===== src/sv/hsbd_pkg.sv =====
// Shared types, register indexes and reset values for the byte deframer.
`default_nettype none

package hsbd_pkg;

    localparam int FRAME_CAPACITY_DEF = 256;

    localparam int BYTE_W     = 8;
    localparam int INDEX_W    = 8;
    localparam int FRAME_LEN_W = 9;
    localparam int CFG_ADDR_W = 3;

    // Configuration register indexes
    localparam logic [CFG_ADDR_W-1:0] REG_HEADER_FIRST  = 3'd0;
    localparam logic [CFG_ADDR_W-1:0] REG_HEADER_SECOND = 3'd1;
    localparam logic [CFG_ADDR_W-1:0] REG_STUFFING_BYTE = 3'd2;
    localparam logic [CFG_ADDR_W-1:0] REG_TAIL_FIRST    = 3'd3;
    localparam logic [CFG_ADDR_W-1:0] REG_TAIL_SECOND   = 3'd4;

    localparam logic [BYTE_W-1:0] HEADER_FIRST_RST  = 8'hF4;
    localparam logic [BYTE_W-1:0] HEADER_SECOND_RST = 8'hF5;
    localparam logic [BYTE_W-1:0] STUFFING_BYTE_RST = 8'hF4;
    localparam logic [BYTE_W-1:0] TAIL_FIRST_RST    = 8'hF4;
    localparam logic [BYTE_W-1:0] TAIL_SECOND_RST   = 8'hFB;

    typedef enum logic [1:0] {
        ST_PENDING    = 2'd0,
        ST_COMPLETE   = 2'd1,
        ST_OVERFLOW   = 2'd2,
        ST_BAD_HEADER = 2'd3
    } status_t;

    typedef struct packed {
        logic [BYTE_W-1:0] header_first;
        logic [BYTE_W-1:0] header_second;
        logic [BYTE_W-1:0] stuffing_byte;
        logic [BYTE_W-1:0] tail_first;
        logic [BYTE_W-1:0] tail_second;
    } cfg_t;

    // Lowest field last so that the packed order matches the stream layout
    typedef struct packed {
        logic [FRAME_LEN_W-1:0] frame_bytes;
        logic                   restart;
        logic [BYTE_W-1:0]      write_data;
        logic [INDEX_W-1:0]     write_index;
        logic                   write_enable;
        status_t                status;
    } result_t;

    localparam int RESULT_W = $bits(result_t);
    localparam int OUT_TDATA_W = ((RESULT_W + 7) / 8) * 8;

endpackage

`default_nettype wire


===== src/sv/hsbd_ram.sv =====
// Generic single-port-write, single-port-read RAM with registered read data.
`default_nettype none

module hsbd_ram #(
    parameter int WIDTH  = 8,
    parameter int ADDR_W = 1
) (
    input  wire logic              clk,
    input  wire logic              wr_en,
    input  wire logic [ADDR_W-1:0] wr_addr,
    input  wire logic [WIDTH-1:0]  wr_data,
    input  wire logic              rd_en,
    input  wire logic [ADDR_W-1:0] rd_addr,
    output logic      [WIDTH-1:0]  rd_data
);

    localparam int DEPTH = 1 << ADDR_W;

    logic [WIDTH-1:0] mem_reg [DEPTH];
    logic [WIDTH-1:0] rd_data_reg;

    always_ff @(posedge clk)
    begin
        if (wr_en)
        begin
            mem_reg[wr_addr] <= wr_data;
        end
        if (rd_en)
        begin
            rd_data_reg <= mem_reg[rd_addr];
        end
    end

    assign rd_data = rd_data_reg;

endmodule

`default_nettype wire


===== src/sv/hsbd_state_store.sv =====
// Deframer state record kept in RAM, with write-to-read forwarding.
`default_nettype none

module hsbd_state_store
    import hsbd_pkg::*;
#(
    parameter int STATE_W = 29
) (
    input  wire logic               clk,
    input  wire logic               rst_n,
    input  wire logic               wr_en,
    input  wire logic [STATE_W-1:0] wr_data,
    output logic      [STATE_W-1:0] state
);

    localparam int RAM_ADDR_W = 1;
    localparam logic [RAM_ADDR_W-1:0] STATE_ADDR = '0;

    logic [STATE_W-1:0] ram_q;
    logic [STATE_W-1:0] fwd_reg;
    logic               fwd_hit_reg;
    logic               init_reg;

    // Read every cycle; the registered word misses only the latest write
    hsbd_ram #(
        .WIDTH  (STATE_W),
        .ADDR_W (RAM_ADDR_W)
    ) u_ram (
        .clk     (clk),
        .wr_en   (wr_en),
        .wr_addr (STATE_ADDR),
        .wr_data (wr_data),
        .rd_en   (1'b1),
        .rd_addr (STATE_ADDR),
        .rd_data (ram_q)
    );

    always_ff @(posedge clk or negedge rst_n)
    begin
        if (!rst_n)
        begin
            fwd_hit_reg <= 1'b0;
            init_reg    <= 1'b0;
        end
        else
        begin
            fwd_hit_reg <= wr_en;
            if (wr_en)
            begin
                init_reg <= 1'b1;
            end
        end
    end

    always_ff @(posedge clk)
    begin
        if (wr_en)
        begin
            fwd_reg <= wr_data;
        end
    end

    // Until the first write the entry reads as the reset record (all zero)
    always_comb
    begin
        if (fwd_hit_reg)
        begin
            state = fwd_reg;
        end
        else if (init_reg)
        begin
            state = ram_q;
        end
        else
        begin
            state = '0;
        end
    end

endmodule

`default_nettype wire


===== src/sv/hsbd_step.sv =====
// Per-byte deframing decision: stuffing, header check, overflow, restart, tail.
`default_nettype none

module hsbd_step
    import hsbd_pkg::*;
#(
    parameter int FRAME_CAPACITY = FRAME_CAPACITY_DEF,
    parameter int CNT_W          = $clog2(FRAME_CAPACITY + 1)
) (
    input  wire logic [BYTE_W-1:0] rx_byte,
    input  wire cfg_t              cfg,
    input  wire logic [BYTE_W-1:0] prev_byte,
    input  wire logic [BYTE_W-1:0] cur_byte,
    input  wire logic [CNT_W-1:0]  count,
    output logic      [BYTE_W-1:0] prev_byte_next,
    output logic      [BYTE_W-1:0] cur_byte_next,
    output logic      [CNT_W-1:0]  count_next,
    output result_t                result
);

    localparam logic [CNT_W-1:0] CAPACITY = CNT_W'(FRAME_CAPACITY);
    localparam logic [CNT_W-1:0] CNT_ZERO = '0;
    localparam logic [CNT_W-1:0] CNT_ONE  = CNT_W'(1);
    localparam logic [CNT_W-1:0] CNT_TWO  = CNT_W'(2);

    logic             stuffed_pair;
    logic             bad_header;
    logic             header_pair;
    logic             tail_pair;
    logic [CNT_W-1:0] count_inc;
    logic [CNT_W-1:0] frame_len;
    logic [CNT_W-1:0] write_pos;

    // The byte held as current becomes the previous byte of this step
    assign stuffed_pair = (cur_byte == cfg.stuffing_byte) && (rx_byte == cfg.stuffing_byte);
    assign bad_header   = ((count == CNT_ZERO) && (rx_byte != cfg.header_first)) ||
                          ((count == CNT_ONE) && (rx_byte != cfg.header_second));
    assign header_pair  = (cur_byte == cfg.header_first) && (rx_byte == cfg.header_second);
    assign tail_pair    = (cur_byte == cfg.tail_first) && (rx_byte == cfg.tail_second);
    assign count_inc    = count + CNT_ONE;
    assign frame_len    = header_pair ? CNT_TWO : count_inc;
    assign write_pos    = header_pair ? CNT_ONE : count;

    always_comb
    begin
        result         = '0;
        result.status  = ST_PENDING;
        prev_byte_next = cur_byte;
        cur_byte_next  = rx_byte;
        count_next     = count;

        if (stuffed_pair)
        begin
            // Drop the second stuffing byte
            cur_byte_next      = '0;
            result.frame_bytes = FRAME_LEN_W'(count);
        end
        else if (bad_header)
        begin
            prev_byte_next     = '0;
            cur_byte_next      = '0;
            result.status      = ST_BAD_HEADER;
            result.frame_bytes = FRAME_LEN_W'(count);
        end
        else if (count >= CAPACITY)
        begin
            prev_byte_next = '0;
            cur_byte_next  = '0;
            count_next     = '0;
            result.status  = ST_OVERFLOW;
        end
        else
        begin
            result.write_enable = 1'b1;
            result.write_index  = INDEX_W'(write_pos);
            result.write_data   = rx_byte;
            result.restart      = header_pair;
            result.frame_bytes  = FRAME_LEN_W'(frame_len);
            count_next          = frame_len;
            if (tail_pair)
            begin
                result.status = ST_COMPLETE;
                count_next    = '0;
            end
        end
    end

endmodule

`default_nettype wire


===== src/sv/hsbd_skid.sv =====
// Output register with one skid entry so one more input beat is taken under stall.
`default_nettype none

module hsbd_skid
    import hsbd_pkg::*;
(
    input  wire logic    clk,
    input  wire logic    rst_n,
    input  wire logic    in_valid,
    output logic         in_ready,
    input  wire result_t in_data,
    output logic         out_valid,
    input  wire logic    out_ready,
    output result_t      out_data
);

    logic    out_valid_reg;
    logic    out_valid_next;
    logic    skid_valid_reg;
    logic    skid_valid_next;
    result_t out_data_reg;
    result_t skid_data_reg;
    logic    out_load;
    logic    in_fire;

    assign in_ready = !skid_valid_reg;
    assign in_fire  = in_valid && in_ready;
    assign out_load = out_ready || !out_valid_reg;

    always_comb
    begin
        out_valid_next  = out_valid_reg;
        skid_valid_next = skid_valid_reg;
        if (out_load)
        begin
            out_valid_next  = skid_valid_reg || in_fire;
            skid_valid_next = 1'b0;
        end
        else if (in_fire)
        begin
            skid_valid_next = 1'b1;
        end
    end

    always_ff @(posedge clk or negedge rst_n)
    begin
        if (!rst_n)
        begin
            out_valid_reg  <= 1'b0;
            skid_valid_reg <= 1'b0;
        end
        else
        begin
            out_valid_reg  <= out_valid_next;
            skid_valid_reg <= skid_valid_next;
        end
    end

    always_ff @(posedge clk)
    begin
        if (out_load)
        begin
            out_data_reg <= skid_valid_reg ? skid_data_reg : in_data;
        end
        else if (in_fire)
        begin
            skid_data_reg <= in_data;
        end
    end

    assign out_valid = out_valid_reg;
    assign out_data  = out_data_reg;

endmodule

`default_nettype wire


===== src/sv/header_synced_byte_deframer_core.sv =====
// Top level of the header-synced byte deframer with stuffing-byte collapse.
//
//  Channel  Dir  Beat payload
//  s_axis   in   tdata[7:0] rx_byte
//  m_axis   out  tdata[28:0] status, write_enable, write_index, write_data,
//                restart, frame_bytes (one beat per input beat)
//  cfg      in   cfg_wr_en / cfg_addr / cfg_data, one register per write
//
//  One byte per cycle sustained while m_axis accepts; the decision is combinational from state to result.
//  State (previous byte, current byte, length) lives in one entry of a two-entry RAM; the word
//  written on one edge is forwarded to the next cycle over the RAM read latency.
//  Reset clears the state record and loads the register defaults; no clearing pass.
//  A stalled m_axis holds up to two results (output register plus skid entry)
//  before s_tready drops.
`default_nettype none

module header_synced_byte_deframer_core
    import hsbd_pkg::*;
#(
    parameter int FRAME_CAPACITY = FRAME_CAPACITY_DEF
) (
    input  wire logic                   clk,
    input  wire logic                   rst_n,
    input  wire logic                   s_tvalid,
    output logic                        s_tready,
    input  wire logic [BYTE_W-1:0]      s_tdata,   // [7:0] rx_byte
    output logic                        m_tvalid,
    input  wire logic                   m_tready,
    // [1:0] status, [2] write_enable, [10:3] write_index, [18:11] write_data,
    // [19] restart, [28:20] frame_bytes, [31:29] zero
    output logic [OUT_TDATA_W-1:0]      m_tdata,
    input  wire logic                   cfg_wr_en,
    input  wire logic [CFG_ADDR_W-1:0]  cfg_addr,
    input  wire logic [BYTE_W-1:0]      cfg_data
);

    localparam int CNT_W   = $clog2(FRAME_CAPACITY + 1);
    localparam int STATE_W = 2 * BYTE_W + CNT_W;

    cfg_t    cfg_reg;
    cfg_t    cfg_next;
    logic    in_fire;

    logic [STATE_W-1:0] state;
    logic [STATE_W-1:0] state_next;
    logic [BYTE_W-1:0]  prev_byte;
    logic [BYTE_W-1:0]  cur_byte;
    logic [CNT_W-1:0]   count;
    logic [BYTE_W-1:0]  prev_byte_next;
    logic [BYTE_W-1:0]  cur_byte_next;
    logic [CNT_W-1:0]   count_next;
    result_t            step_result;
    result_t            out_result;

    always_comb
    begin
        cfg_next = cfg_reg;
        if (cfg_wr_en)
        begin
            unique case (cfg_addr)
                REG_HEADER_FIRST:  cfg_next.header_first  = cfg_data;
                REG_HEADER_SECOND: cfg_next.header_second = cfg_data;
                REG_STUFFING_BYTE: cfg_next.stuffing_byte = cfg_data;
                REG_TAIL_FIRST:    cfg_next.tail_first    = cfg_data;
                REG_TAIL_SECOND:   cfg_next.tail_second   = cfg_data;
                default:           cfg_next = cfg_reg;
            endcase
        end
    end

    always_ff @(posedge clk or negedge rst_n)
    begin
        if (!rst_n)
        begin
            cfg_reg.header_first  <= HEADER_FIRST_RST;
            cfg_reg.header_second <= HEADER_SECOND_RST;
            cfg_reg.stuffing_byte <= STUFFING_BYTE_RST;
            cfg_reg.tail_first    <= TAIL_FIRST_RST;
            cfg_reg.tail_second   <= TAIL_SECOND_RST;
        end
        else
        begin
            cfg_reg <= cfg_next;
        end
    end

    assign in_fire = s_tvalid && s_tready;

    hsbd_state_store #(
        .STATE_W (STATE_W)
    ) u_state (
        .clk     (clk),
        .rst_n   (rst_n),
        .wr_en   (in_fire),
        .wr_data (state_next),
        .state   (state)
    );

    assign {count, cur_byte, prev_byte} = state;
    assign state_next = {count_next, cur_byte_next, prev_byte_next};

    hsbd_step #(
        .FRAME_CAPACITY (FRAME_CAPACITY),
        .CNT_W          (CNT_W)
    ) u_step (
        .rx_byte        (s_tdata),
        .cfg            (cfg_reg),
        .prev_byte      (prev_byte),
        .cur_byte       (cur_byte),
        .count          (count),
        .prev_byte_next (prev_byte_next),
        .cur_byte_next  (cur_byte_next),
        .count_next     (count_next),
        .result         (step_result)
    );

    hsbd_skid u_skid (
        .clk       (clk),
        .rst_n     (rst_n),
        .in_valid  (s_tvalid),
        .in_ready  (s_tready),
        .in_data   (step_result),
        .out_valid (m_tvalid),
        .out_ready (m_tready),
        .out_data  (out_result)
    );

    assign m_tdata = OUT_TDATA_W'(out_result);

endmodule

`default_nettype wire


===== config.mk =====
export PLATFORM = sky130hd
export DESIGN_NAME = header_synced_byte_deframer_core
export DESIGN_NICKNAME = d
export VERILOG_FILES = /design/src/sv/hsbd_pkg.sv /design/src/sv/hsbd_ram.sv /design/src/sv/hsbd_state_store.sv /design/src/sv/hsbd_step.sv /design/src/sv/hsbd_skid.sv /design/src/sv/header_synced_byte_deframer_core.sv
export SDC_FILE = /design/constraint.sdc
export NUM_CORES = 1
export LEC_CHECK = 0
export ABC_AREA = 1
export ABC_CLOCK_PERIOD_IN_PS = 3000
export BUFFER_PORTS_ARGS = -buffer_cell sky130_fd_sc_hd__buf_2
export CAP_MARGIN = 20
export CORE_UTILIZATION = 59
export DETAILED_ROUTE_END_ITERATION = 10
export GPL_TIMING_DRIVEN = 0
export HOLD_SLACK_MARGIN = 0.02
export PLACE_DENSITY = 0.79
export SLEW_MARGIN = 20
export SYNTH_ARGS = -nofsm -noshare
export SYNTH_HDL_FRONTEND = slang
export SYNTH_SLANG_ARGS = --single-unit

===== constraint.sdc =====
create_clock -name clk -period 3 [get_ports clk]
set_input_delay 0.3 -clock clk [delete_from_list [all_inputs] [get_ports clk]]
set_output_delay 0.3 -clock clk [all_outputs]
set_load 0.05 [all_outputs]

== Yosys cells after proc, flatten, opt, wreduce, memory -nomap -nowiden ==
Memory sizes are Yosys's and may differ from the RTL's. A register that Yosys moved wholly into a read port is not among the register bits.
Cells that the tools add are included.
Word-level totals
  flip-flop bits (word level): 127
  memory bits (writable): 50
  bits of input ports: 24
  output and inout port bits: 34
  memories kept: 1
Memory list
  u_state.u_ram.mem_reg: depth 2, bits a word 25, read ports 1, clocked after Yosys merged registers in 1, write ports 1, line hsbd_ram.sv:19  | logic [WIDTH-1:0] mem_reg [DEPTH];
Operators by class
  add/sub/neg operators: 1
  order comparisons: 1
  equality and inequality tests: 13
  multiplexer cells: 27
  bitwise gates (word level): 1
  reduce and logical (&&, ||, !) cells: 20
Operators by type and width (number)
  $mux 9: 7
  $mux 8: 7
  $mux 25: 2
  $eq 8x8->1: 6
  $mux 29: 1
  $mux 27: 1
  $mux 20: 1
  $mux 18: 1
  $ne 8x8->1: 2
  $reduce_and 2->1: 6
  $add 9x1->9 const B: 1
  $eq 9x1->1 const B: 1
  $ge 9x9->1 const B: 1
  $logic_not 9->1: 1
  $eq 3x2->1 const B: 2
  $logic_and 1x1->1: 6
  $mux 1: 5
  $mux 2: 2
  $eq 3x1->1 const B: 1
  $eq 3x3->1 const B: 1
  $logic_not 3->1: 1
  $logic_or 1x1->1: 3
  $logic_not 1->1: 2
  $reduce_bool 2->1: 1
  $not 1->1: 1

== Longest topological paths before layout ==
  word-level depth: 9
  mapped depth: 16

== Hierarchy ==
From an unflattened synthesis, not the netlist that was laid out.
Second synthesis, totals
  cell total of the unflattened synthesis: 947
  area total of the unflattened synthesis: 9440.3 sq um
Modules (own cells, without submodules)
  hsbd_ram: instances 1, cells each 160, area an instance 2606.2 sq um, seq. area each 2252.2 sq um
  hsbd_skid: instances 1, cells each 161, area an instance 2180.8 sq um, seq. area each 1791.7 sq um
  header_synced_byte_deframer_core: instances 1, cells each 188, area an instance 1722.9 sq um, seq. area each 1036.0 sq um
  hsbd_step: instances 1, cells each 324, area an instance 1591.5 sq um, seq. area each 0.0 sq um
  hsbd_state_store: instances 1, cells each 114, area an instance 1338.8 sq um, seq. area each 800.8 sq um

== Worst setup path before layout ==
No wires, ideal clock.
  kind: reg-to-reg
  start point: register u_skid.out_valid_reg (netlist: u_skid.out_valid)
  end point: register u_skid.skid_data_reg[0] (netlist bit), enable pin
  arrival time: 2.767 ns
  slack: -0.181 ns
  cell stages (with the launch flop): 3
  period minus slack after synthesis: 3.181 ns
  cell sequence: dfrtp_1 -> nand2_1 -> nor2_1
On the way
  word-level cells in the longest chain between the ends: 4
RTL lines
  from (decl): line hsbd_skid.sv:17  | logic out_valid_reg;
  from (signal assigned): line hsbd_skid.sv:54  | out_valid_reg <= out_valid_next;
  $logic_not 1->1: line hsbd_skid.sv:28  | assign out_load = out_ready || !out_valid_reg;
  $logic_or 1x1->1: line hsbd_skid.sv:28
  $not 1->1 (no source line)
  $reduce_and 2->1 (no source line)
  to (signal assigned): line hsbd_skid.sv:67  | skid_data_reg <= in_data;
  to (decl): line hsbd_skid.sv:22  | result_t skid_data_reg;
Every way passes these cells.
A chain may end at the register's enable or synchronous reset.

== Final worst setup path ==
  start point: register u_state.fwd_hit_reg
  end point: register u_state.fwd_reg[24], data pin
On the way
  word-level cells in the longest chain between the ends: 8
  elaborated cells between the ends (all ways): 19
  those cells by class: add/sub: 1; order compare: 1; eq/ne: 4; mux: 6; reduce/logical: 7
RTL lines
  from (decl): line hsbd_state_store.sv:21  | logic fwd_hit_reg;
  from (signal assigned): line hsbd_state_store.sv:47  | fwd_hit_reg <= wr_en;
  $mux 25 *: line hsbd_state_store.sv:66  | if (fwd_hit_reg)
  parallel branches: the longest is 6 deep, another holds $add 9x1->9
  $mux 9 *: line hsbd_step.sv:52  | if (stuffed_pair)
  via count_next[8]: line header_synced_byte_deframer_core.sv:51  | logic [CNT_W-1:0] count_next;
  to (signal assigned): line hsbd_state_store.sv:59  | fwd_reg <= wr_data;
  to (decl): line hsbd_state_store.sv:20  | logic [STATE_W-1:0] fwd_reg;
Mark *: on every way through the listed nets, which the timed path passes.

==> summary by stage <==
Drt
The total number of vias is 5159. The first-pass detailed-route iteration total is 5. The residual antenna-violating net count after detailed routing is 0.

The number of DRC violations after detailed-routing iteration 0 is 282. The ratio of routed vias to standard cells is 5.47. Dividing the detail-routed wire length by the instance count gives 16.2 um. The sum of routed wire length over all layers is 15300 um. The number of design rule violations left after detail routing is 0.

Placement
Timing analysis after detailed placement gives a worst setup slack of 0.496 ns. Summed over all nets, the half-perimeter wirelength after detailed placement is 11000 um. The congestion estimate from routability-driven global placement came to 0.916. The placed instances occupy a cell area of 6930 sq um. Port buffering added 52 buffers.

GRT
The aggregate global routing overflow is 0. The total routing usage reported by global routing is 0.296. The via count of the first global-routing pass is 5140. The initial antenna violation count is 0.

The first global-routing pass estimated 25100 um of wire. The largest net degree at the start of global routing is 45.

Floorplan
The initial core utilization is 0.619. The die height is 107 um. The area of the core is 10500 sq um. The I/O pin count is 58.

The die covers 11400 sq um. The initialized floorplan defines 37 standard-cell rows. The die outline width is 107 um.

Critical path
At the worst endpoint, the arrival time is 2.79 ns. The maximum fanout encountered on the critical timing path is 10. The cell family contributing the most delay on the critical path is simple AND/OR/NAND/NOR gates. For flop-to-flop paths, the worst setup slack is 0.46 ns.

The number of buffers and inverters on the critical path is 4. The slowest stage of the critical path is the nor3_1 cell. The worst setup path is captured at a register. Walking the worst path, the cells encountered are buf_6 > inv_4 > buf_6 > nand3_2 > nand2_1 > xnor2_1 > nand2_1 > nor3_1 > nand3_1 > inv_1 > o21ai_0. The critical path startpoint category is a register. The required time of the critical path is 3.24 ns. For this run, the slowest stage of the critical path takes 0.43 ns. The critical path is of the register to register type.

Synthesis
The cell taking the most area after synthesis is edfxtp_1. In this run, synthesis produced a sequential element count of 136. Counting every instance in the synthesized netlist gives 722. The fraction of post-synthesis cell area in the top cell type by area is 0.348.

The average instance in the mapped netlist occupies 8.97 sq um. The Yosys step of the flow raised 0 warnings. Sorting the synthesized cells by area gives the leading types as edfxtp_1 35%, nand2_1 16%, dfstp_2 11%, dfrtp_1 6.2%, dfxtp_1 5.3%. The netlist area before placement is 6480 sq um.

The part of the Yosys area used for sequential elements is 0.576. The distinct cell type count of the synthesized netlist is 35.

STA
For the final database, setup skew stands at 0.00752 ns. In this run the tightest slew margin relative to its limit is 0.304. Summed over all failing endpoints, the final setup total negative slack is 0 ns. The number of hold violations in the final report is 0. The minimum clock period is 2.54 ns. The maximum achievable frequency is 0.394 GHz. On the final layout, the worst hold slack is 0.116 ns.

The slew at the pin closest to its max-slew limit is 1.04 ns. Setup violations remaining at the end of the flow were counted as 0. Setup repair after global routing left no endpoint under its margin. The setup slack after layout is 0.459 ns.

In the finished design, the share of the clock period the worst path needs comes to 0.847. The max-slew violation count is 0.

Power and ir drop
The analysis attributes to cell leakage a power of 0.00342 uW. The sequential share of power is 0.445. The part of the total power dissipated in combinational logic is 0.191. The largest voltage drop on the vdd net is 0.479 mV. The share of total power dissipated in the clock network is 0.365.

The analysis attributes to net switching a power of 1600 uW. Of the total power, the share spent switching nets is 0.293. The power after layout is 5450 uW. The power density over the cells is 726 nW/um^2. The internal power of the cells totals 3850 uW.

Finish
Compared with the post-synthesis result, the final layout area differs by 15.8%. Once layout is done, the placed cells without fillers occupy 7500 sq um. The register with the most flip-flops in the layout has 40 of them. In the final layout, the share of cells above drive strength 1 is 0.207.

The repair_antennas step left the layout with diodes totalling 0. The layout net count is 821.

Clock tree
The depth of the CTS H-tree is 4. In this run, post-CTS repair resized a total of 0 instances. The root buffer cell is clkbuf_8.

The hold buffer count at cts is 2. Clock latency on the worst-skew pair, taken at its later pin, is 0.54 ns. Counting along the longest clock path gives a buffer depth of 2. The post-CTS setup repair buffer count is 0. TritonCTS built the clock tree. Counting every sink on the clock net gives 136. After clock tree synthesis, the clock-pin slew on the worst setup and hold paths is 0.06 ns.

Clock tree synthesis inserted a total of 17 buffers.

Flow run
Max-cap violations in this run came to 0.

Run status
The flow ran to the end, and the final reports show no timing, DRC or antenna violations.

Worst hold path
The type of the most critical hold path is primary input to register.
[synth_stat cells]
| master | instances |
|---|---|
| conb_1 | 1 |
| a21oi_1 | 3 |
| nand3_2 | 8 |
| inv_4 | 1 |
| o21ai_0 | 52 |
| dfrtp_1 | 16 |
| inv_1 | 48 |
| clkinv_1 | 1 |
| dfxtp_1 | 17 |
| buf_4 | 5 |
| xnor2_1 | 23 |
| nand3b_1 | 3 |
| o211ai_1 | 2 |
| buf_1 | 1 |
| buf_6 | 7 |
| nand2_1 | 273 |
| nand2_2 | 13 |
| nor2_2 | 11 |
| nor2_1 | 45 |
| o21ai_1 | 4 |
| or2_2 | 6 |
| a21oi_4 | 1 |
| nor3_1 | 5 |
| nand3_1 | 37 |
| edfxtp_1 | 75 |
| xor2_1 | 8 |
| o21ai_2 | 2 |
| o21a_1 | 1 |
| and2_1 | 1 |
| nand4_1 | 6 |
| clkbuf_1 | 13 |
| buf_2 | 1 |
| inv_2 | 3 |
| dfstp_2 | 28 |
| nor3_2 | 1 |
[through the flow]
stage | std cells | util
2_1_floorplan | 724 | -
3_3_place_gp | 912 | 0.661
3_5_place_dp | 912 | 0.662
4_1_cts | 944 | 0.717
5_1_grt | 944 | 0.717
6_report | 944 | 0.717
[area by class of cell]
| cell class | instances | area [sq um] |
|---|---|---|
| tap | 136 | 170 |
| fill | 779 | 2960 |
| buffer | 27 | 174 |
| inverter | 53 | 201 |
| clock buffer | 19 | 422 |
| sequential | 136 | 3730 |
| clock inverter | 11 | 133 |
| multi-input combinational | 508 | 2390 |
| timing repair buffer | 54 | 280 |
[path summary, 6_finish.rpt]
path,from,to,cells past startpoint
worst max-delay path,u_state.fwd_hit_reg,u_state.fwd_reg[24],11
worst min-delay path,cfg_data[3],cfg_reg[3],3
worst max register to register,u_state.fwd_hit_reg,u_state.fwd_reg[24],11
worst min register to register,u_state.fwd_reg[15],u_state.u_ram.rd_data[15],0
max in group asynchronous,rst_n,u_state.fwd_hit_reg,2
min in group asynchronous,rst_n,cfg_reg[2],2
[metal layers]
metal | wire length [um] | part of all wire | GRT usage
met1 | 6010 | 0.39 | 0.345
met3 | 802 | 0.052 | 0.0498
met4 | 795 | 0.052 | 0.184
met5 | 0 | 0 | 0
met2 | 7720 | 0.50 | 0.508
[placed cells by master, fill, tap and decap left out, drive strengths merged, types with 3 or more instances in the layout]
master | Yosys | final
nand2 | 286 | 286
edfxtp | 75 | 75
buf | 14 | 66
o21ai | 58 | 58
nor2 | 56 | 56
inv | 52 | 52
nand3 | 45 | 45
clkbuf | 13 | 32
dfstp | 28 | 28
xnor2 | 23 | 23
dfxtp | 17 | 17
dfrtp | 16 | 16
xor2 | 8 | 8
clkinv | 1 | 7
nand4 | 6 | 6
or2 | 6 | 6
nor3 | 6 | 6
a21oi | 4 | 4
nand3b | 3 | 3
conb | 1 | 3
bufinv | 0 | 3
[cell families (layout without fill, tap and decap cells)]
family	Yosys count	after routing	synth area share
buffers and inverters	80	164	0.0579
DFF	136	136	0.576
and+or+nand+nor	409	409	0.270
other	1	3	0.000579
AOI/OAI and AO/OA	65	65	0.0543
xor gates and xnor gates	31	31	0.0419
[power groups by stage]
stage	registers (uW)	clock network (uW)	logic, uW
after floorplan	2610	0	591
after CTS	2420	2000	1040
after detailed placement	2450	0	1030
after global placement	2440	0	1000
after global routing	2450	2080	1150
final	2420	1990	1040
[worst reg2reg max path, delay by kind of cell, from the launching register on]
kind	cells	cell delay (ns)
and+or+nand+nor	5	0.90
DFF	1	0.37
buffers and inverters	4	0.63
AOI/OAI and AO/OA	1	0.20
xor gates and xnor gates	1	0.15
No activity file was read; power rests on OpenSTA's default activity.
